## src/sv/gmbs_ram.sv

```systemverilog
// generic single write port ram with registered read
module gmbs_ram #(
	parameter int WIDTH = 64,
	parameter int DEPTH = 64
) (
	input  logic                     clk,
	input  logic                     we,
	input  logic [$clog2(DEPTH)-1:0] waddr,
	input  logic [WIDTH-1:0]         wdata,
	input  logic [$clog2(DEPTH)-1:0] raddr,
	output logic [WIDTH-1:0]         rdata
);
	logic [WIDTH-1:0] mem_q [DEPTH];
	logic [WIDTH-1:0] rdata_q;

	always_ff @(posedge clk) begin
		if (we) begin
			mem_q[waddr] <= wdata;
		end
		rdata_q <= mem_q[raddr];
	end

	assign rdata = rdata_q;
endmodule

```

## config.mk

```make
export PLATFORM = sky130hd
export DESIGN_NAME = gmbs_ram
export DESIGN_NICKNAME = d
export VERILOG_FILES = /design/src/sv/gmbs_ram.sv
export SDC_FILE = /design/constraint.sdc
export NUM_CORES = 2
export LEC_CHECK = 0
export BUFFER_PORTS_ARGS = -buffer_cell sky130_fd_sc_hd__buf_2
export CAP_MARGIN = 20
export CORE_UTILIZATION = 50
export CTS_CLUSTER_SIZE = 25
export DETAILED_ROUTE_END_ITERATION = 10
export PLACE_DENSITY = 0.74
export SYNTH_ARGS = -nofsm -noshare
export SYNTH_HDL_FRONTEND = slang
export SYNTH_SLANG_ARGS = --single-unit
export TNS_END_PERCENT = 5
```

## constraint.sdc

```tcl
create_clock -name clk -period 7.2 [get_ports clk]
set_clock_uncertainty 0.2 [all_clocks]
set_input_delay 0.36 -clock clk [delete_from_list [all_inputs] [get_ports clk]]
set_output_delay 0.36 -clock clk [all_outputs]
set_load 0.05 [all_outputs]
```

**After elaboration in Yosys (flattened, before gate mapping)**

Memory sizes are Yosys's and may differ from the RTL's. A register that Yosys moved wholly into a read port is not among the register bits.
Index checks and enable logic that the tools add are counted.

- Flip-flop bits (word level): 0
- Memory bits (writable): 4096
- Output and inout port bits: 64
- Memories: 1

- Mux-type cells: 2

Memory list:

| memory | depth | bits a word | rd ports | clocked after memory_dff | wr ports | line | source |
|---|---|---|---|---|---|---|---|
| mem_q | 64 | 64 | 1 | 1 | 1 | 13 | `logic [WIDTH-1:0] mem_q [DEPTH];` |

Operator list:

| cell | count |
|---|---|
| two-way mux 1 bit | 2 |

**Longest topological paths before layout**

- Depth after elaboration: 2
- Depth in mapped cells: 9

**Worst setup path after synthesis**

No wires, ideal clock.

- Path type: input port to flip-flop
- Start: in waddr[3]
- End: mem mem_q[48][0] (enable)
- Setup time: 564 ps
- Arrival time: 5232 ps
- Required time: 6436 ps
- Setup slack: 1204 ps
- Cell stages on the path: 4
- Cells stage by stage: clkbuf_1 -> nor2b_1 -> nand4b_1 -> nor3_1

RTL lines:

| item | line | source |
|---|---|---|
| start, declared | 8 | `input logic [$clog2(DEPTH)-1:0] waddr,` |
| end, declared | 13 |  |

No word-level cell before the write port.

**Final worst setup path**

- Start: in waddr[1]
- End: mem mem_q[35][16] (enable)

No word-level cell before the write port.

==> out/qor.csv <==
stage,metric,value,unit
worst_hold_path,hold crit path type,input port to flip-flop,
clock_network,maximum clock path buffer count,4,
pwr,Worst IR Drop VDD,299,µV
worst_setup_path,R2R Setup Slk,4650,ps
worst_setup_path,FF-to-FF Start,mem_q[63][8],
sta,# setup viols final,0,
detailed_routing,DR pass1 iterations,5,
sta,Rel. slew slack,16.5,%
sta,Tightest Pin Transition,1250,ps
worst_setup_path,crit-path cells,"dlygate4sd3_1, buf_2, nor2b_1, nand3_1, nor2_4, buf_4, buf_4",
worst_setup_path,Worst EP required,7530,ps
synthesis,Mapped Cells,6598,
sta,RSZ-0062 raised after global routing,no,
global_route,GRT Total Usage,26.3,%
sta,Fin Setup TNS,0,ps
worst_setup_path,critical path data arrival time,3970,ps
outcome,violated checks,hold timing,
sta,fmax,0.274,GHz
die,Core Box Area,310000,µm²
synthesis,post-synth top area share,78.7,%
detailed_routing,routed len/inst,36.0,µm
clock_network,clk sinks,4160,
finish,FILL cells,21298,
sta,"Slew Viols, Final",0,
detailed_routing,# DRC,0,
place,dpl hpwl,222,mm
clock_network,H-tree levels,5,
place,placed cell area,163000,µm²
sta,final hold slack,-2.01,ps
global_route,initial antenna violation count,23,
finish,Layout area overhead,13.5,%
synthesis,post-synth cell types,33,
synthesis,Synth area leaders,"edfxtp_1 79%, mux4_2 15%, mux2i_1 0.86%",
worst_setup_path,crit-path max cell delay,730,ps
clock_network,clk_lat worst skew,970,ps
worst_hold_path,HP Start,wdata[36],
worst_setup_path,Crit. Startpoint,waddr[1],
place,buffers added on ports,141,
sta,Final min period,3640,ps
detailed_routing,Vias per Instance,6.63,
clock_network,Setup Buffers After CTS,0,
clock_network,total CTS buffers,401,
clock_network,CTS tree,done,
synthesis,Post-Syn Nets,6676,
die,die span in x,561,µm
pwr,PwrDens,285,nW/µm²
finish,multi-input logic area,30800,µm²
worst_setup_path,Critical Path Source Type,input port,
sta,Final Hold Vio Count,2,
synthesis,post-synth top area cell,edfxtp_1,
die,Die Ht,561,µm
sta,fin crit share,50.6,%
detailed_routing,DRT antenna net count,0,
global_route,GRT overflow,0,
die,die area,315000,µm²
global_route,first-pass GRT wire length,583,mm
worst_setup_path,"Worst Path Class, Setup",input port to flip-flop,
finish,layout cells sized above 1,28.1,%
detailed_routing,via count,76503,
synthesis,sequential area share after synthesis,79.5,%
detailed_routing,routed wire length,415,mm
global_route,largest net degree at the start of global routing,131,
pwr,Leak,55.3,nW
outcome,status,"complete, but fails checks",
clock_network,CTS root buf,clkbuf_16,
worst_setup_path,CP Max Fanout,37,
die,Std-Cell Rows,204,
clock_network,Clock transition at path regs,60,ps
worst_setup_path,cell mode on critical path,buf_4,
synthesis,Syn Area/Cell,23.7,µm²
detailed_routing,1st-iter DRT viols,11413,
die,Initial Util,50.5,%
die,IO Count,142,
run,Max Cap Viol,0,
global_route,vias in the first global route,77751,
place,GP Congestion,0.814,
worst_setup_path,slowest CP cell,buf_4,
finish,fin area,178000,µm²
worst_setup_path,crit end category,flip-flop,
synthesis,synthesized area,156000,µm²
synthesis,"flops & latches, synth",4160,
synthesis,Syn. warnings,0,
finish,Layout Nets,7157,
finish,Sequential cell area,124000,µm²
-- final cells by class --
cell class / count / area share [%]
antenna: 15 / 0.0211
clock buffer: 525 / 6.09
clock inverter: 209 / 1.30
inverter: 19 / 0.0402
multi-input combinational: 2049 / 17.3
sequential: 4160 / 70.0
tap: 4120 / 2.90
timing repair buffer: 448 / 2.29
-- cells in the final DEF (no fill, tap or decap), types with 40 or more instances in the layout --
cell type	instances
a211oi_1	62
a22o_1	88
a22oi_1	168
and3_1	64
buf_12	63
buf_2	138
buf_4	175
bufinv_16	40
clkbuf_1	96
clkbuf_16	404
clkinv_1	68
clkinv_2	64
dfxtp_1	64
dlygate4sd3_1	65
edfxtp_1	4096
mux2i_1	135
mux4_2	1024
nand2_1	56
nand3_1	45
nor2_1	47
nor2_4	65
o22ai_1	83
-- Yosys cell counts (all sizes together) --
| cell type | number |
|---|---|
| edfxtp | 4096 |
| mux4 | 1024 |
| buf | 230 |
| a22oi | 168 |
| clkbuf | 140 |
| mux2i | 135 |
| nor2 | 112 |
| a22o | 88 |
| o22ai | 83 |
| and3 | 64 |
| dfxtp | 64 |
| a211oi | 63 |
| nand2 | 58 |
| nand3 | 45 |
| o221ai | 38 |
| or3 | 29 |
| nor2b | 28 |
| or2 | 28 |
| a41oi | 26 |
| a2bb2oi | 19 |
| inv | 19 |
| a31oi | 18 |
| nand2b | 11 |
| and2 | 3 |
| nand3b | 2 |
| nand4 | 2 |
| nor3 | 2 |
| a31o | 1 |
| nand4b | 1 |
| or3b | 1 |
-- cell families (layout without fill, tap and decap cells) --
kind of cell	after synthesis	in the layout	synth area share, %
AOI/OAI and AO/OA	504	504	2.48
and+or+nand+nor	386	386	1.24
muxes	1159	1159	15.6
buffers and inverters	389	1201	1.18
DFF	4160	4160	79.5
other	0	15	0
-- registers in the layout, indices dropped and copies added, names as in the netlist --
name   flops
mem_q   4096
rdata     64
-- power breakdown --
group	internal (mW)	switching, mW
registers	26.8	0.123
clock network	12.1	8.99
logic	0.883	1.64
total	39.8	10.8
-- critical path, delay by kind of cell --
family | cells | cell delay [ps]
buffers and inverters | 4 | 2010
AND/OR/NAND/NOR | 3 | 1510
-- per-stage QoR --
stage	util (%)	hold WS, ps	setup WS (ps)	total power [mW]	instances
floorplan	-	259	1200	28.8	6598
global placement	52.5	616	3060	29.8	10689
detailed placement	52.6	634	3030	29.9	10702
CTS	57.0	1.82	3630	50.6	11485
global route	57.3	28.3	3510	51.6	11537
finish	57.3	-2.01	3560	50.5	11545
-- what timing repair did --
action,CTS,global route
gates resized for setup,0,0
hold endpoints to repair,1762,974
hold buffers,49,16
-- routing by layer --
metal	routed length [µm]	GRT usage [%]	up-vias
met5	58	0	-
met4	19000	10.9	8
met3	49000	5.51	949
met2	202000	42.5	5561
met1	145000	35.0	40559
li1	-	-	29426
-- path summary, 6_finish.rpt --
| path | to | cells past startpoint |
|---|---|---|
| max | mem_q[35][16] | 7 |
| min | mem_q[63][36] | 1 |
| max reg2reg | rdata[8] | 5 |
| min reg2reg | rdata[30] | 4 |
No activity file was read; power rests on OpenSTA's default activity.
