[src/sv/gmbs_pkg.sv]
// shared constants, types and state encoding for the grid mask brush stamp unit
package gmbs_pkg;

	localparam int MAX_SIDE    = 64;
	localparam int STORE_DEPTH = MAX_SIDE * MAX_SIDE;
	localparam int WORD_W      = 64;
	localparam int WORD_DEPTH  = STORE_DEPTH / WORD_W;
	localparam int WADDR_W     = $clog2(WORD_DEPTH);
	localparam int POS_W       = $clog2(WORD_W);
	localparam int SIDE_W      = 7;
	localparam int IDX_W       = 12;
	localparam int CNT_W       = $clog2(STORE_DEPTH + 1);
	localparam int COORD_W     = 24;
	localparam int RAD_W       = 23;
	localparam int SPACE_W     = 16;
	localparam int POS2_W      = COORD_W + 3;
	localparam int MAG_W       = POS2_W - 1;
	localparam int SQ_W        = 2 * MAG_W;
	localparam int D2_W        = SQ_W + 1;
	localparam int TH_W        = 2 * RAD_W + 2;
	localparam int PADDR_W     = 4;
	localparam int PDATA_W     = 32;
	localparam int REG_W       = 2;

	localparam logic [SIDE_W-1:0]  RST_SIDE    = SIDE_W'(MAX_SIDE);
	localparam logic [SPACE_W-1:0] RST_SPACING = SPACE_W'(256);

	typedef enum logic [1:0] {
		CMD_STROKE = 2'd0,
		CMD_WRITE  = 2'd1,
		CMD_READ   = 2'd2
	} cmd_t;

	typedef enum logic [1:0] {
		FO_CONST  = 2'd0,
		FO_LINEAR = 2'd1,
		FO_SMOOTH = 2'd2,
		FO_SHARP  = 2'd3
	} falloff_t;

	typedef enum logic [REG_W-1:0] {
		REG_SIDE     = 2'd0,
		REG_ORIGIN_X = 2'd1,
		REG_ORIGIN_Z = 2'd2,
		REG_SPACING  = 2'd3
	} reg_t;

	typedef struct packed {
		logic [SIDE_W-1:0]         side;
		logic signed [COORD_W-1:0] origin_x;
		logic signed [COORD_W-1:0] origin_z;
		logic [SPACE_W-1:0]        spacing;
	} cfg_t;

	typedef enum logic [3:0] {
		S_IDLE,
		S_RSQ,
		S_RSQ_W,
		S_RSQ_T,
		S_ROW,
		S_ROW_W,
		S_ROW_T,
		S_RD,
		S_LOAD,
		S_RUN,
		S_DRAIN,
		S_WR,
		S_DONE
	} state_t;

endpackage

[src/sv/gmbs_cfg.sv]
// apb configuration registers
module gmbs_cfg (
	input  logic                          clk,
	input  logic                          arst_n,
	input  logic                          psel,
	input  logic                          penable,
	input  logic                          pwrite,
	input  logic [gmbs_pkg::PADDR_W-1:0]  paddr,
	input  logic [gmbs_pkg::PDATA_W-1:0]  pwdata,
	output logic [gmbs_pkg::PDATA_W-1:0]  prdata,
	output logic                          pready,
	output gmbs_pkg::cfg_t                cfg
);
	import gmbs_pkg::*;

	cfg_t cfg_q;
	reg_t sel;
	logic wr;

	assign sel    = reg_t'(paddr[PADDR_W-1:PADDR_W-REG_W]);
	assign wr     = psel & penable & pwrite;
	assign pready = 1'b1;
	assign cfg    = cfg_q;

	always_ff @(posedge clk or negedge arst_n) begin
		if (!arst_n) begin
			cfg_q.side     <= RST_SIDE;
			cfg_q.origin_x <= '0;
			cfg_q.origin_z <= '0;
			cfg_q.spacing  <= RST_SPACING;
		end else if (wr) begin
			case (sel)
				REG_SIDE:     cfg_q.side     <= pwdata[SIDE_W-1:0];
				REG_ORIGIN_X: cfg_q.origin_x <= pwdata[COORD_W-1:0];
				REG_ORIGIN_Z: cfg_q.origin_z <= pwdata[COORD_W-1:0];
				REG_SPACING:  cfg_q.spacing  <= pwdata[SPACE_W-1:0];
				default: ;
			endcase
		end
	end

	always_comb begin
		case (sel)
			REG_SIDE:     prdata = {{(PDATA_W-SIDE_W){1'b0}}, cfg_q.side};
			REG_ORIGIN_X: prdata = {{(PDATA_W-COORD_W){1'b0}}, cfg_q.origin_x};
			REG_ORIGIN_Z: prdata = {{(PDATA_W-COORD_W){1'b0}}, cfg_q.origin_z};
			REG_SPACING:  prdata = {{(PDATA_W-SPACE_W){1'b0}}, cfg_q.spacing};
			default:      prdata = '0;
		endcase
	end
endmodule

[config.mk]
export PLATFORM = sky130hd
export DESIGN_NAME = gmbs_cfg
export DESIGN_NICKNAME = d
export VERILOG_FILES = /design/src/sv/gmbs_pkg.sv /design/src/sv/gmbs_cfg.sv
export SDC_FILE = /design/constraint.sdc
export NUM_CORES = 1
export LEC_CHECK = 0
export BUFFER_PORTS_ARGS = -buffer_cell sky130_fd_sc_hd__buf_2
export CORE_MARGIN = 4
export CORE_UTILIZATION = 43
export DETAILED_ROUTE_END_ITERATION = 12
export PLACE_DENSITY = 0.79
export SLEW_MARGIN = 20
export SYNTH_ARGS = -nofsm -noshare
export SYNTH_HDL_FRONTEND = slang
export SYNTH_SLANG_ARGS = --single-unit
[constraint.sdc]
create_clock -name clk -period 2.1 [get_ports clk]
set_input_delay 0.63 -clock clk [delete_from_list [all_inputs] [get_ports clk]]
set_output_delay 0.63 -clock clk [all_outputs]
set_load 0.005 [all_outputs]
# [Yosys cells after proc, flatten, opt, wreduce, memory -nomap -nowiden]
# Index checks and enable logic that the tools add are counted.
[totals] output_inout_bits=104 ff_bits=71 in_bits=41
[op_classes] bitwise_logic=2 reduce_logical=5 n_eq_ne=3 n_mux=1
[ops] op="32-bit case mux with 4 select lines" n=1
[ops] op="2-bit AND reduction" n=4
[ops] op="2-bit equality test, second input constant" n=2
[ops] op="1-bit AND" n=2
[ops] op="2-bit by 1-bit equality test with 1-bit output, second input constant" n=1
[ops] op="2-bit logical NOT" n=1

# [Logic depth before layout (Yosys ltp)]
[logic_depth] ltp_word=3 ltp_mapped=5 depth_no_buf=3

# [Worst setup path after synthesis]
# No wires, ideal clock.
[synth_timing] path_type="input to output" from="input port paddr[2] (netlist bit)" to="output port prdata[10] (netlist bit)" setup_slack_ps=-22 arrival_ps=1492 stages=4 cell_sequence="buf_6 buf_4 mux2_2 a22o_1"
[synth_via] elab_chain_len=2 elab_cells_between_ends=5
[synth_rtl] element="from (decl)" line="gmbs_cfg.sv:8" rtl="input logic [gmbs_pkg::PADDR_W-1:0] paddr,"
[synth_rtl] element="2-bit equality test (tied with other cells)" line="gmbs_cfg.sv:43" rtl="case (sel)"
[synth_rtl] element="32-bit case mux with 4 select lines *" line="gmbs_cfg.sv:43"
[synth_rtl] element="to (decl)" line="gmbs_cfg.sv:10" rtl="output logic [gmbs_pkg::PDATA_W-1:0] prdata,"
# Mark *: on every way between the ends. The rest lies on a longest branch, timed or not. The select of a mux whose other input is x is not followed.

# [Worst setup path in the final report]
[layout_timing] from="input port paddr[2] (netlist bit)" to="output port prdata[15] (netlist bit)"
# The elaborated chain is that of the path after synthesis.

==> results.md <==
- Post-synth top flop: dfrtp_1
- PortBufs: 125
- Max-cap violations: 0
- Comb power frac: 27.2%
- Switching share of power: 27.1%
- DRT Pass-1 Iters: 4
- Async SR Flop Fraction: 100%
- Area contributors post-synth: dfrtp_1 51%, mux2_2 20%, mux2_4 8.9%
- Sequential share of the synthesized area: 53.0%
- Cts hold-fix bufs: 0
- Failing checks: negative setup slack
- Internal power: 3.15 mW
- Peak VDD IR: 491 uV
- Clock power share: 28.1%
- Period minus WS final: 2160 ps
- Switching pwr: 1.17 mW
- Placer Congestion: 0.734
- Mapped cell area: 0.00336 mm^2
- EDFF count, synth: 0
- Outcome: finished, violations left
- Worst hold path class: primary input to async pin
- Cell with the most instances after synthesis: dfrtp_1
- Routed Antenna Nets: 0
- Initial Util: 45.3%
- Final hold vios: 0
- RSZ-0062 raised after global routing: true
- Vias per inst: 5.12
- Startpoint Class: primary input
- Die W: 96.4 um
- Sequential share of power: 44.7%
- Core Util, Final: 59.0%
- Req. time, crit path: 1470 ps
- Crit path max fanout: 6
- Synth top cells by count: 69 x dfrtp_1, 60 x mux2_2, 20 x mux2_4
- Overall power: 4.32 mW
- Setup CP Type: primary input to output port
- Pin count of the biggest net entering global routing: 72
- Die height: 96.4 um
- Routed vias: 2265
- FF+latch count, synth: 71
- Die ar.: 0.00928 mm^2
- H-tree depth: 3
- Clock Skew: 0 ps
- Vias in the first global route: 2401
- 1st-iter DRT viols: 69
- Yosys top cell area share: 51.4%
- CTS Root Cell: clkbuf_8
- Detailed placement HPWL: 5530 um
- Max reg flops: 71
- Fin crit share: 103%
- Top Ports: 145
- Grt total ovfl: 0
- Pwr/cell area: 989 mW/mm^2
- Clk Latency, worst-skew pair: 340 ps
- Area Growth Syn to Fin: 30.3%
- Cells after DPL: 424
- Initial antenna violation count: 0
- Fin cells: 442
- Overall Global Routing Usage: 18.2%
- Core area: 0.00741 mm^2
- Synth warn: 0
- Worst setup margin: -57.2 ps
- CTS tree: done
- DRC: 0
- Critical Path Sink Type: output port
- Syn Inst Count: 206
- Max Clock Freq: 464 MHz
- Global-route wire length before repair: 12400 um
- CTS buffer count: 9
- Rows: 31
- Unique masters post-synth: 17
- Max clock buf depth: 2
- Worst Path Arrival: 1530 ps
- Detailed Route WL: 8090 um
- Number of clock sinks: 71
- Fin. max-slew vios: 0
- Setup Viol. Count Final: 14
- Biggest area consumer among synthesized cells: dfrtp_1
- Share of cells above drive strength 1: 71.7%
- P_leak: 2.22 nW
- Syn_area_per_cell: 16.3 um^2
- Fin nets: 379
- WL/cell: 18.3 um
- Antenna diode count: 0
- Clock Pin Slew Worst Setup and Hold Paths: 70 ps
power by group through the flow:
stage | logic (mW) | registers, mW | clock network, mW
2_1_floorplan | 0.565 | 1.95 | 0
3_3_place_gp | 1.12 | 1.93 | 0
3_5_place_dp | 1.16 | 1.95 | 0
4_1_cts | 1.19 | 1.93 | 1.24
5_1_grt | 1.29 | 1.98 | 1.31
6_report | 1.18 | 1.93 | 1.21
placed cells by master, fill, tap and decap left out, types with 2 or more instances in the layout:
cell type | Yosys | layout
clkbuf_8 | 0 | 10
mux4_2 | 7 | 7
mux2_2 | 60 | 53
dfstp_2 | 2 | 2
conb_1 | 2 | 9
mux2_4 | 20 | 27
a22o_1 | 17 | 17
bufinv_16 | 0 | 2
dfrtp_1 | 69 | 69
buf_12 | 2 | 6
buf_2 | 4 | 123
buf_4 | 11 | 5
per-stage QoR:
step / hold slack (ps) / TNS, ps / instance area, um^2 / setup WS [ps]
global route: 332 / -751 / 4370 / -67.9
CTS: 319 / -396 / 4360 / -73.0
finish: 289 / -296 / 4370 / -57.2
global placement: 503 / -2750 / 4070 / -170
floorplan: 334 / 0 / 3390 / 16.0
detailed placement: 514 / -2890 / 4070 / -173
critical path, stage by stage:
cell	delay [ps]
buf_12	120
buf_12	140
mux2_4	300
a22o_1	200
buf_2	130
final timing paths:
check / endpoint / slack, ps / depth (start not counted) / from
worst max-delay path: prdata[15] / -60 / 5 / paddr[2]
worst min-delay path: cfg[46]$_DFFE_PN0P_ / 290 / 2 / arst_n
worst max register to register: cfg[11]$_DFFE_PN0P_ / 1290 / 1 / cfg[11]$_DFFE_PN0P_
worst min register to register: cfg[18]$_DFFE_PN0P_ / 530 / 1 / cfg[18]$_DFFE_PN0P_
max in group asynchronous: cfg[8]$_DFFE_PN1P_ / 1460 / 2 / arst_n
min in group clk: cfg[37]$_DFFE_PN0P_ / 530 / 2 / pwdata[21]
logic make-up (layout without fill, tap and decap cells):
kind of cell | Yosys count | count (layout) | share of synthesized area, %
AO/OA/AOI/OAI | 17 | 17 | 4.44
other | 2 | 9 | 0.224
multiplexers | 87 | 87 | 33.8
flip-flops | 71 | 71 | 53.0
buffers and inverters | 22 | 152 | 5.93
AND/OR/NAND/NOR | 7 | 7 | 2.65
area by class of cell:
cell class / count / area, um^2
fillers: 613 / 3040
flip-flops and latches: 71 / 1780
multi-input cells: 120 / 1440
repair buffers: 136 / 812
clock buffers: 11 / 141
well taps: 99 / 124
clock inverters: 5 / 81.3
metal layers:
metal  routed length [um]  global-route usage, %  up-vias
met1                 3330                   23.2     1135
met3                  696                   4.61       15
met2                 3890                   29.1      114
met5                    0                      0        -
li1                     -                      -     1001
met4                  178                   8.18        0
timing repair:
item	CTS	global route
endpoints found under the setup margin	24	23
pin swaps	1	1
buffers inserted	1	0
cloned	1	0
gates resized for setup	12	2
Note: power is estimated with default switching activity, not from simulation.
