File: src/sv/gmbs_pkg.sv
// shared constants, types and state encoding for the grid mask brush stamp unit
package gmbs_pkg;

	localparam int MAX_SIDE    = 64;
	localparam int STORE_DEPTH = MAX_SIDE * MAX_SIDE;
	localparam int WORD_W      = 64;
	localparam int WORD_DEPTH  = STORE_DEPTH / WORD_W;
	localparam int WADDR_W     = $clog2(WORD_DEPTH);
	localparam int POS_W       = $clog2(WORD_W);
	localparam int SIDE_W      = 7;
	localparam int IDX_W       = 12;
	localparam int CNT_W       = $clog2(STORE_DEPTH + 1);
	localparam int COORD_W     = 24;
	localparam int RAD_W       = 23;
	localparam int SPACE_W     = 16;
	localparam int POS2_W      = COORD_W + 3;
	localparam int MAG_W       = POS2_W - 1;
	localparam int SQ_W        = 2 * MAG_W;
	localparam int D2_W        = SQ_W + 1;
	localparam int TH_W        = 2 * RAD_W + 2;
	localparam int PADDR_W     = 4;
	localparam int PDATA_W     = 32;
	localparam int REG_W       = 2;

	localparam logic [SIDE_W-1:0]  RST_SIDE    = SIDE_W'(MAX_SIDE);
	localparam logic [SPACE_W-1:0] RST_SPACING = SPACE_W'(256);

	typedef enum logic [1:0] {
		CMD_STROKE = 2'd0,
		CMD_WRITE  = 2'd1,
		CMD_READ   = 2'd2
	} cmd_t;

	typedef enum logic [1:0] {
		FO_CONST  = 2'd0,
		FO_LINEAR = 2'd1,
		FO_SMOOTH = 2'd2,
		FO_SHARP  = 2'd3
	} falloff_t;

	typedef enum logic [REG_W-1:0] {
		REG_SIDE     = 2'd0,
		REG_ORIGIN_X = 2'd1,
		REG_ORIGIN_Z = 2'd2,
		REG_SPACING  = 2'd3
	} reg_t;

	typedef struct packed {
		logic [SIDE_W-1:0]         side;
		logic signed [COORD_W-1:0] origin_x;
		logic signed [COORD_W-1:0] origin_z;
		logic [SPACE_W-1:0]        spacing;
	} cfg_t;

	typedef enum logic [3:0] {
		S_IDLE,
		S_RSQ,
		S_RSQ_W,
		S_RSQ_T,
		S_ROW,
		S_ROW_W,
		S_ROW_T,
		S_RD,
		S_LOAD,
		S_RUN,
		S_DRAIN,
		S_WR,
		S_DONE
	} state_t;

endpackage

File: src/sv/gmbs_sq_unit.sv
// shared two stage squarer for radius, row and quad distances
module gmbs_sq_unit (
	input  logic                        clk,
	input  logic [gmbs_pkg::MAG_W-1:0]  op,
	output logic [gmbs_pkg::SQ_W-1:0]   sq
);
	import gmbs_pkg::*;

	logic [MAG_W-1:0] op_s1;
	logic [SQ_W-1:0]  sq_s2;

	always_ff @(posedge clk) begin
		op_s1 <= op;
		sq_s2 <= op_s1 * op_s1;
	end

	assign sq = sq_s2;
endmodule

File: config.mk
export PLATFORM = sky130hd
export DESIGN_NAME = gmbs_sq_unit
export DESIGN_NICKNAME = d
export VERILOG_FILES = /design/src/sv/gmbs_pkg.sv /design/src/sv/gmbs_sq_unit.sv
export SDC_FILE = /design/constraint.sdc
export NUM_CORES = 1
export LEC_CHECK = 0
export BUFFER_PORTS_ARGS = -buffer_cell sky130_fd_sc_hd__buf_2
export CORE_MARGIN = 1
export CORE_UTILIZATION = 41
export DETAILED_ROUTE_END_ITERATION = 16
export HOLD_SLACK_MARGIN = 0.1
export PLACE_DENSITY_LB_ADDON = 0.2
export REMOVE_ABC_BUFFERS = 1
export SLEW_MARGIN = 20
export SYNTH_ARGS = -nofsm -noshare
export SYNTH_HDL_FRONTEND = slang
export SYNTH_SLANG_ARGS = --single-unit
File: constraint.sdc
create_clock -name clk -period 10.2 [get_ports clk]
set_input_delay 1.53 -clock clk [delete_from_list [all_inputs] [get_ports clk]]
set_output_delay 1.53 -clock clk [all_outputs]
set_load 0.05 [all_outputs]
# Word-level counts from Yosys, hierarchy flattened
# Index checks and enable logic that the tools add are counted.
# totals
ff_bits	78
inputBits	27
output_inout_bits	52
wordCells	3
# classes
multipliers	1
# op_table
cell	count
$mul 26x26->52	1

# Logic depth before layout (Yosys ltp)
# Gate-level depths: netlist of the first run.
# depth
word_depth	1
depth_mapped	28
mapped_depth_nobuf	26

# Worst setup path before layout of the first run
# Ideal clock, no wire load.
# synth_timing
kind	reg2reg
start	register op_s1[3]
end	register sq_s2[40] (netlist: sq[40])
setup_time_ns	0.072
arrival_time_ns	6.674
required_ns	10.128
setup_slack_ns	3.454
stages_incl_launch_ff	25
path_buffers	3
synth_period_minus_slack_ns	6.746
path_cell_list	dfxtp_1 clkbuf_1 clkbuf_1 nand2_1 fa_1 inv_1 fa_1 inv_1 fa_1 fa_1 inv_1 fa_1 fa_1 fa_1 ha_1 clkbuf_1 a211oi_1 nor2_1 o31ai_1 nand2_1 o41ai_2 o21ai_1 or2_2 a21oi_1 xnor2_1
# synth_between
elab_chain_len	1
# synth_rtl
element	line	text
start, declared	gmbs_sq_unit.sv:9	logic [MAG_W-1:0] op_s1;
start signal, assigned	gmbs_sq_unit.sv:13	op_s1 <= op;
$mul 26x26->52	gmbs_sq_unit.sv:14	sq_s2 <= op_s1 * op_s1;
end signal, assigned	gmbs_sq_unit.sv:14	
end, declared	gmbs_sq_unit.sv:10	logic [SQ_W-1:0] sq_s2;
# No other way between the ends.

# Final worst setup path of the first run
# layout_timing
start	register op_s1[20]
end	register sq_s2[40] (netlist: sq[40])
# The elaborated chain is that of the path after synthesis.

==> results.txt, run 1 <==
- Number of setup buffers added after CTS: 0
* Worst-skew pair later-pin latency: slightly above 0.4 ns
- Number of distinct library cells after synthesis: 59
* Max-capacitance violation count: 0
- The worst setup path is launched from a flop.
* Count of boundary I/O pins: between 70 and 80
- Summing every instance area after synthesis gives approximately 0.021 sq mm.
* Result of the run: completed
* Prevailing post-synth register cell: dfxtp_1
* Skew final: around 0.023 ns
* Count of vias placed by the detailed router: ~14000
- Total of cells resized after clock tree synthesis: 0
- In this run, synthesis inferred 0 flip-flops with an integrated enable.
* Drt first-iter violations: 616
- For the worst setup path, the data arrival time is between 8 and 9 ns.
* Max Slew Vio Count: 0
- Final worst-path setup slack: roughly 2.3 ns
- After floorplanning, the core was sized to cover ~0.050 sq mm.
- Overall global routing resource usage: 0.2142
* Number of port buffers: 77
- Via density per instance: around 4.8
- The number of hold violations in the final report came to 0.
* Least-Margin Pin Slew: 1.028 ns
- Util after Layout: 0.4461
* Aggregate routed wire length: a little over 50000 um
- The HPWL after detailed placement is 42520 um.
- Measured along the x axis, the die boundary spans approximately 230 um.
- Vias in the first global route: approximately 16000
- Path type of the worst setup path: flop to flop
* CTS tree: done
- First-pass GRT wire length: about 86000 um
* Fraction of registers with async set or reset after synthesis: 0
- Max Buffers Root-to-Sink: 2
* Fraction of layout cells with a size suffix above 1: 0.05991
- The worst path in the final design needs a cycle of a little under 8 ns, including I/O delays and setup.
- Number of instances in the synthesized netlist: between 2000 and 2500
* Worst slack at placement: approximately 2.3 ns
- In this run, CTS created clock tree buffers numbering 9.
- The floorplan step set the die height to 227.9 um.
- Measured against its own limit, the worst slew margin works out to 0.3137.
- Endpoint required time on the critical path: approximately 11 ns
* Effective utilization at floorplan: 0.4162
* Final Wtd Congestion: ~0.87
- Averaged over all synthesized cells, the footprint is between 9 and 10 sq um.
- Hold_buf cts: 0
* Antenna Violating Nets Remaining: 0
- Setup repair after global routing left no endpoint under its margin.
* Setup total negative slack: 0 ns
* Kind of capture point of the worst setup path: flop
* Clock H-tree levels: 3
- Number of filler instances in the final layout: approximately 4900
* Overall overflow remaining after global route: 0
- In this run the core area contains just over 80 standard-cell rows.
- Residual DRC: 0
- During synthesis, Yosys emitted a total of 0 warnings.
* CTS Sinks: slightly below 80
- Worst-path fanout max: 21
- Peak Freq: 0.1264 GHz
- In this run the clock root is driven by a clkbuf_16.
- The number of antenna violations at the first check in global routing was 3.
* Die Outline Area: approximately 0.052 sq mm
* Number of synthesized register bits: between 70 and 80
- Fraction of the yosys area taken by sequential cells: 0.07368
* Post-layout nets: ~3000
- Compared with the post-synthesis result, the final layout area differs by 7.200%.
* Classification of the worst-slack hold path: flop to flop
- Entering global routing, the biggest net connects 28 pins.
- Final routed wire length divided by cell count: around 18 um
- Final setup violation count: 0
- Ratio of final minimum period to clock period: 0.7757
- The first detailed-routing pass ran for 5 iterations.
* Clock transition at path regs: around 0.09 ns
logic make-up (layout without fill, tap and decap cells):
family	count (synthesis)	after routing	synth area share
buffers and inverters	761	815	0.1372
adders and majority gates	710	710	0.6087
and+or+nand+nor	445	445	0.1030
AOI/OAI and AO/OA	161	161	0.05161
DFF	77	77	0.07368
xor gates and xnor gates	59	59	0.02470
muxes	2	2	0.001017
other	1	2	0.0001792
metal layers:
layer	share of wire	GRT usage	vias up
met5	0.00037	0	-
met4	0.026	0.06355	2
met3	0.042	0.03350	86
met2	0.52	0.3820	316
met1	0.41	0.2661	7246
li1	-	-	6490
layout by cell type, fill, tap and decap left out, types with 6 or more instances in the layout:
cell type  Yosys  routed
nand3_1        9       9
a21oi_1       59      59
ha_1         197     197
and3_1         6       6
nor2b_1       11      11
clkbuf_16      0       9
xnor2_1       37      37
nand2_1      205     205
nand4_1        9       9
xor2_1        22      22
o21ai_0       23      23
dfxtp_1       77      76
inv_1        697     697
buf_2          2      77
buf_4          1      25
fa_1         513     513
nor2_1        49      49
a21o_1        24      24
and2_1       135     135
o21bai_1       6       6
metrics by stage:
step	hold WS, ns	std cells	cell area [sq um]
3_3_place_gp	0.6612	2926	22080
2_1_floorplan	0.5701	2152	20670
3_5_place_dp	0.6481	2926	22080
6_report	0.6797	2943	22430
5_1_grt	0.6837	2942	22430
4_1_cts	0.6732	2942	22430
flip-flops by register name (all words and copies together), names as in the netlist:
| signal | cells |
|---|---|
| op_s1 | 26 |
| sq | 51 |
worst max-delay path, cell delays in order (launching register included):
cell and delay [ns]:
dfxtp_1 1.01, inv_1 0.38, nor2_1 0.28, fa_1 0.48
fa_1 0.55, inv_1 0.06, fa_1 0.45, fa_1 0.54
inv_1 0.05, fa_1 0.44, fa_1 0.52, inv_1 0.06
fa_1 0.47, inv_1 0.04, ha_1 0.33, a21oi_1 0.23
inv_1 0.07, o31ai_1 0.27, nand2_1 0.12, o41ai_2 0.45
o21ai_1 0.31, or2_2 0.40, a21oi_1 0.18, xnor2_1 0.14
layout make-up:
type	instances	area, sq um	share of cell area
clock buffers	9	225.2	0.01004
flip-flops and latches	77	1543	0.06878
diodes	1	2.502	0.0001116
clock inverters	7	117.6	0.005244
multi-input cells	1378	16510	0.7361
inverters	697	2616	0.1166
repair buffers	102	573.1	0.02555
well taps	672	840.8	0.03749
cell usage after synthesis, types with 6 or more instances:
cell type | instances | share of area
clkbuf_1 | 60 | 0.011
and3_1 | 6 | 0.0018
nor2b_1 | 11 | 0.0033
a21oi_1 | 59 | 0.014
o21bai_1 | 6 | 0.0022
a21o_1 | 24 | 0.0086
nand2_1 | 205 | 0.037
and2_1 | 135 | 0.040
nor2_1 | 49 | 0.0088
xnor2_1 | 37 | 0.015
inv_1 | 697 | 0.13
fa_1 | 513 | 0.49
dfxtp_1 | 77 | 0.074
ha_1 | 197 | 0.12
xor2_1 | 22 | 0.0092
nand3_1 | 9 | 0.0022
nand4_1 | 9 | 0.0027
o21ai_0 | 23 | 0.0055
worst paths after layout:
path | from | to | slack [ns] | cells past startpoint
setup / recovery | op_s1[20]$_DFF_P_ | sq[40]$_DFF_P_ | 2.29 | 23
hold reg to reg | op_s1[0]$_DFF_P_ | sq[0]$_DFF_P_ | 0.68 | 1
hold / removal | op_s1[0]$_DFF_P_ | sq[0]$_DFF_P_ | 0.68 | 1
setup reg to reg | op_s1[20]$_DFF_P_ | sq[40]$_DFF_P_ | 2.29 | 23
Power of run 1 is left out: the tool's default activity adds up to more than one toggle a clock period on the data nets, which glitch-free logic cannot reach.
==> run 2, diff against run 1 <==
clock period = 6.81 ns   (was 10.2 ns; I/O delays follow)
==> run 2 against run 1 <==
  * Final area rose by 11%
  * Sequential cell count unchanged
  * Clock skew is 0.0015 ns lower
  * Clock-buffer cell count is the same
  * Critical path type unchanged
==> results.txt, run 2 (same netlist as run 1, synthesis figures left out) <==
- Final setup violation count: 0
- The detailed router used layers up to and including met5.
- The routed layout has 15090 vias.
- Area growth from synthesis to layout: 19.20%
* Site Rows: 82
- Summing all placed instances gives a cell area of approximately 0.024 sq mm.
- In this run the worst hold path is classified as input port to flop.
- Kind of capture point of the worst setup path: flop
- Min Clock Period, post-route: ~6.7 ns
- On the worst path, the slowest cell contributes a delay of slightly below 0.6 ns.
* Number of buffers inserted during clock tree synthesis: 9
* Antenna Violating Nets Remaining: 0
- Overall overflow remaining after global route: 0
- Critical path origin: op_s1[14]$_DFF_P_
- In the final routing, the length of wire on met1 measures between 20000 and 25000 um.
* Die Outline Area: 0.05194 sq mm
- Final routed wire length divided by cell count: around 18 um
- The number of cells on the worst reg-to-reg path is 24.
* Number of port buffers: 77
* Aggregate routed wire length: roughly 57000 um
- Path type of the worst setup path: flop to flop
* Diode count: 0
* Clock transition at path regs: about 0.080 ns
- Post-layout nets: roughly 3200
* Number of flip-flops under the largest register name: 51
* Final Wtd Congestion: just over 0.9
- The routed design uses around 30000 um of met2 wire.
- Final cell area excluding filler cells: 0.02494 sq mm
* DR pass1 iterations: 5
* Worst-path fanout max: 5
* Skew final: 0.02132 ns
- Entering global routing, the biggest net connects 28 pins.
- Startpoint of the lowest-slack register-to-register path: op_s1[14]$_DFF_P_
* Count of boundary I/O pins: 79
* Number of filler instances in the final layout: ~4700
* Die span in x: roughly 230 um
- Counting along the longest clock path gives a buffer depth of 2.
- Of the cells placed in the final design, the portion with a size suffix greater than 1 is 0.1974.
- Adding up every negative setup slack in the final design gives 0 ns.
- In this run the critical register-to-register path is captured at sq[44]$_DFF_P_.
- Final cell count without fillers: 3174
- STA puts the critical path data arrival time at approximately 7.0 ns.
- Result of the run: completed
* Number of hold violations in the final report: 0
* Leading cell type in the layout, fill and taps excluded: inv_1
- TritonCTS built the clock tree.
- Startpoint class of the critical path: flop
- Most frequent cells in the layout: inv_1, fa_1, buf_4, nand2_1, ha_1
- Area of the placeable core: 0.05027 sq mm
- Effective utilization at floorplan: 0.4162
* Worst Setup EP: sq[44]$_DFF_P_
- After detailed routing, the number of vias per cell comes to around 4.8.
- Final HPWL DP: 49190 um
* Clock H-tree levels: 3
- Unrepaired setup endpoints after global routing: true
- Peak Freq: 0.1496 GHz
- Ordered list of cells on the worst path: buf_4, and2_1, fa_1, inv_1, fa_1, inv_1, fa_1, fa_1, fa_1, fa_1, inv_1, fa_1, inv_1, ha_2, buf_6, nand2_2, or4_4, a21oi_4, o41ai_4, o21ai_1, buf_4, buf_6, a31oi_4, a311oi_2
- In this run, the number of DRC markers left after iteration 0 of detailed routing was just under 700.
- Die H: 227.9 um
* Most numerous cell on the critical path: fa_1
- The number of antenna violations at the first check in global routing was 2.
* Cell with the largest stage delay on the worst path: fa_1
- Endpoint required time on the critical path: between 7 and 8 ns
- Library cell used as clock root buffer: clkbuf_16
- Residual DRC: 0
* CTS Sinks: 77
* Worst-skew pair later-pin latency: 0.41 ns
- First-pass GRT wire length: slightly above 90000 um
- Detail Route met3 WL: 1843 um
- For this design, the CTS-stage hold fixing added 0 buffers.
- The total count of max-transition violations in the final report came to 0.
* Vias in the first global route: approximately 17000
- After detailed placement, the design holds a cell count of between 3000 and 4000.
* Max-capacitance violation count: 0
* Overall global routing resource usage: 0.2279
* Ratio of final minimum period to clock period: 0.9817
- The worst register-to-register path has a setup slack of between 0.1 and 0.15 ns.
-- run 2: changes by cell type in the layout (fill, tap and decap cells not counted), sizes merged --
| cell | before | now |
|---|---|---|
| clkinv | 1 | 2 |
| buf | 102 | 334 |
| bufinv | 2 | 1 |
| diode | 1 | 0 |
-- run 2: through the flow --
stage | hold WS (ns) | setup WS [ns] | util
floorplan | 0.5701 | 0.1551 | -
global placement | 0.9388 | -0.3378 | 0.4723
detailed placement | 0.9322 | -0.4274 | 0.4723
CTS | 0.6968 | -0.003352 | 0.4824
global route | 0.6993 | -0.05418 | 0.4961
finish | 0.7106 | 0.1245 | 0.4961
-- run 2: area by class of cell --
cell class / count / area (sq um) / share of cell area
Inverter: 697 / 2616 / 0.1049
Timing Repair Buffer: 334 / 2534 / 0.1016
Clock inverter: 7 / 93.84 / 0.003763
Tap cell: 672 / 840.8 / 0.03371
Multi-Input combinational cell: 1378 / 17030 / 0.6828
Sequential cell: 77 / 1602 / 0.06422
Clock buffer: 9 / 225.2 / 0.009030
-- run 2: worst max-delay path: cells and delay by family, from the launching register on --
family | cells | cell delay [ns]
fa+ha+maj | 8 | 3.89
buf+inv | 8 | 0.79
compound gates | 5 | 0.76
flops | 1 | 0.38
simple gates | 3 | 0.76
-- run 2: worst min path at each step --
stage,slack (ns),start,depth (start not counted),to
6_report,0.71,op[13],1,op_s1[13]$_DFF_P_
3_5_place_dp,0.93,op_s1[0]$_DFF_P_,2,sq[0]$_DFF_P_
5_1_grt,0.70,op[13],1,op_s1[13]$_DFF_P_
3_3_place_gp,0.94,op_s1[0]$_DFF_P_,2,sq[0]$_DFF_P_
2_1_floorplan,0.57,op_s1[0]$_DFF_P_,0,sq[0]$_DFF_P_
4_1_cts,0.70,op[13],1,op_s1[13]$_DFF_P_
-- run 2: routing by layer --
layer	vias to the layer above	track usage
li1	6943	-
met1	7785	0.2869
met2	288	0.4149
met3	71	0.02588
met4	2	0.05600
met5	-	0
-- run 2: timing repair --
| item | 4_1_cts | 5_1_grt |
|---|---|---|
| pin swaps | 14 | 73 |
| setup endpoints to repair | 25 | 22 |
| gates resized for setup | 50 | 145 |
| buffers inserted | 4 | 19 |
Power of run 2 is left out for the same reason.
==> run 3, diff against run 2 <==
CORE_ASPECT_RATIO = 1.1   (was default)
==> run 3 against run 2 <==
  * Hold slack better by 0.0053 ns
  * Setup slack worse by 0.046 ns
  * First-iteration DRC count decreased by 10%
  * Critical path depth rose by 2
  * Maximum frequency is 0.68% lower
  * Die area is essentially flat
  * Via count up 0.55%
  * Clock skew shrank 0.0056 ns
  * Sequential cell count is the same
==> results.txt, run 3 (same netlist as run 1, synthesis figures left out) <==
- Result of the run: completed
- The clock tree synthesis step divided the H-tree into 3 levels.
- Clock tree synthesis found a total of between 70 and 80 sinks.
* End of the worst register-to-register path: sq[36]$_DFF_P_
* Kind of capture point of the worst setup path: flop
- Global routing finished with a remaining overflow of 0.
* Post-layout nets: 3266
- Clock-pin slew was measured on the worst setup and hold paths at about 0.08 ns.
* Hold_buf cts: 0
* Final Wtd Congestion: ~0.9
- Final cell count without fillers: ~3200
- CTS tree: done
- Hold_ws: slightly above 0.7 ns
- Max Buffers Root-to-Sink: 2
- Initial antenna violation count: 0
- Max Slew Vio Count: 0
* Final HPWL DP: 48950 um
* Antenna Violating Nets Remaining: 0
- In the final layout, flip-flops and latches occupy around 0.0016 sq mm.
- Unrepaired setup endpoints after global routing: true
* Cells after DPL: ~3100
- Die H: approximately 240 um
- At the worst endpoint, the arrival time is 7.01 ns.
* Area growth from synthesis to layout: 20.60%
- Of the available clock period, the critical path in the final layout requires 0.9884.
- In this run the standard cell core region covers around 0.05 sq mm.
* Count of boundary I/O pins: 79
- The layout has between 4000 and 5000 filler cells.
- Setup violations remaining at the end of the flow were counted as 0.
- Skew final: approximately 0.016 ns
- The first global-routing pass estimated approximately 90000 um of wire.
* Critical path origin: op_s1[3]$_DFF_P_
- Final cell area excluding filler cells: between 0.02 and 0.03 sq mm
- In the routed design, unresolved DRC markers number 0.
- In this run the core area contains 86 standard-cell rows.
* Max-capacitance violation count: 0
* Worst Setup EP: sq[36]$_DFF_P_
- Count of vias placed by the detailed router: around 15000
* Pin count of the biggest net entering global routing: 18
* Worst-skew pair later-pin latency: roughly 0.40 ns
* Die Outline Area: between 0.05 and 0.06 sq mm
* Fraction of layout cells with a size suffix above 1: 0.2024
- Number of buffers inserted during clock tree synthesis: 9
- After routing, the total negative slack on setup checks comes to 0 ns.
- Dividing the detail-routed wire length by the instance count gives around 18 um.
- The placed instances occupy a cell area of around 0.024 sq mm.
- Metal1 wirelength: ~22000 um
- The critical path in this run is classified as flop to flop.
- Clock tree synthesis selected as its root buffer the cell clkbuf_16.
- Effective utilization at floorplan: 0.4164
* Via density per instance: around 4.8
- Worst-path fanout max: 5
- Number of hold violations in the final report: 0
* Routed length on met2: 30550 um
* Classification of the worst-slack hold path: input port to flop
* Leading cell type in the layout, fill and taps excluded: inv_1
* Startpoint class of the critical path: flop
- Drt first-iter violations: between 600 and 700
- For the worst setup path, the data required time is a little over 7 ns.
- Vias in the first global route: 17570
* Startpoint of the lowest-slack register-to-register path: op_s1[3]$_DFF_P_
* Number of port buffers: 77
- Diode count: 0
* Overall global routing resource usage: 0.2291
- Area used by multi-input combinational logic: around 0.017 sq mm
- In this run the top signal layer used is met4.
* Aggregate routed wire length: between 50000 and 60000 um
- DR pass1 iterations: 5
- Peak Freq: 0.1486 GHz
- Counting cells, the worst reg-to-reg path comes to 26.
- Wire segments on met3 add up to 2002 um in the final route.
- Setup slack on the worst flop-to-flop path: about 0.08 ns
- The register with the most flip-flops in the layout has 51 of them.
* Min Clock Period, post-route: between 6 and 7 ns
* Most frequent cells in the layout: inv_1, fa_1, buf_4, nand2_1, ha_1
- In this run the horizontal extent of the chip is 217.4 um.
[run 3: cell types whose count changed in the layout (fill, tap and decap cells not counted), moves of 4 or more]
cell,change
inv_2,-5
and2_4,-5
nand2_1,+6
inv_1,+4
nand2_2,-5
buf_4,+26
and2_1,+6
ha_4,+4
[run 3: layout make-up]
class                           count  share of cell area
Clock inverter                      6            0.003719
Sequential cell                    77             0.06362
Inverter                          697              0.1038
Timing Repair Buffer              366              0.1120
Multi-Input combinational cell   1378              0.6746
Clock buffer                       10            0.009471
Tap cell                          660             0.03273
[run 3: routing by layer]
layer	up-vias	global-route usage
met4	0	0.06082
met3	75	0.02392
met5	-	0
met1	7760	0.2730
met2	310	0.4335
li1	7027	-
[run 3: critical path, cell delays in order (launching register included)]
cell and delay (ns):
dfxtp_4 0.43, clkinvlp_4 0.19, buf_12 0.17, buf_6 0.11, nor2_4 0.11, fa_1 0.45
fa_1 0.52, inv_2 0.04, fa_2 0.52, fa_1 0.40, inv_1 0.08, fa_1 0.43
fa_1 0.51, inv_1 0.05, fa_1 0.53, inv_2 0.05, ha_4 0.25, o21ai_2 0.06
nor2_2 0.07, o31ai_2 0.25, nand2_2 0.13, o41ai_4 0.41, o21ai_1 0.13, buf_4 0.17
or2_4 0.27, buf_6 0.12, xor2_1 0.13
[run 3: repair_timing]
item / 4_1_cts / 5_1_grt
setup endpoints to repair: 23 / 22
resized for setup: 62 / 127
pin swaps: 17 / 88
cloned: 0 / 1
setup buffers: 8 / 27
[run 3: worst min path at each step]
stage                startpoint  slack [ns]           endpoint  cells after the start
6_report                 op[20]        0.72  op_s1[20]$_DFF_P_                      1
5_1_grt                  op[23]        0.70  op_s1[23]$_DFF_P_                      1
4_1_cts                  op[23]        0.69  op_s1[23]$_DFF_P_                      1
3_5_place_dp   op_s1[0]$_DFF_P_        0.75      sq[0]$_DFF_P_                      2
3_3_place_gp   op_s1[0]$_DFF_P_        0.75      sq[0]$_DFF_P_                      2
2_1_floorplan  op_s1[0]$_DFF_P_        0.57      sq[0]$_DFF_P_                      0
[run 3: through the flow]
stage | utilization | worst slack, ns
2_1_floorplan | - | 0.1551
3_3_place_gp | 0.4754 | -0.5963
3_5_place_dp | 0.4754 | -0.5860
4_1_cts | 0.4874 | -0.005028
5_1_grt | 0.5021 | -0.1386
6_report | 0.5021 | 0.07878
Power of run 3 is left out for the same reason.
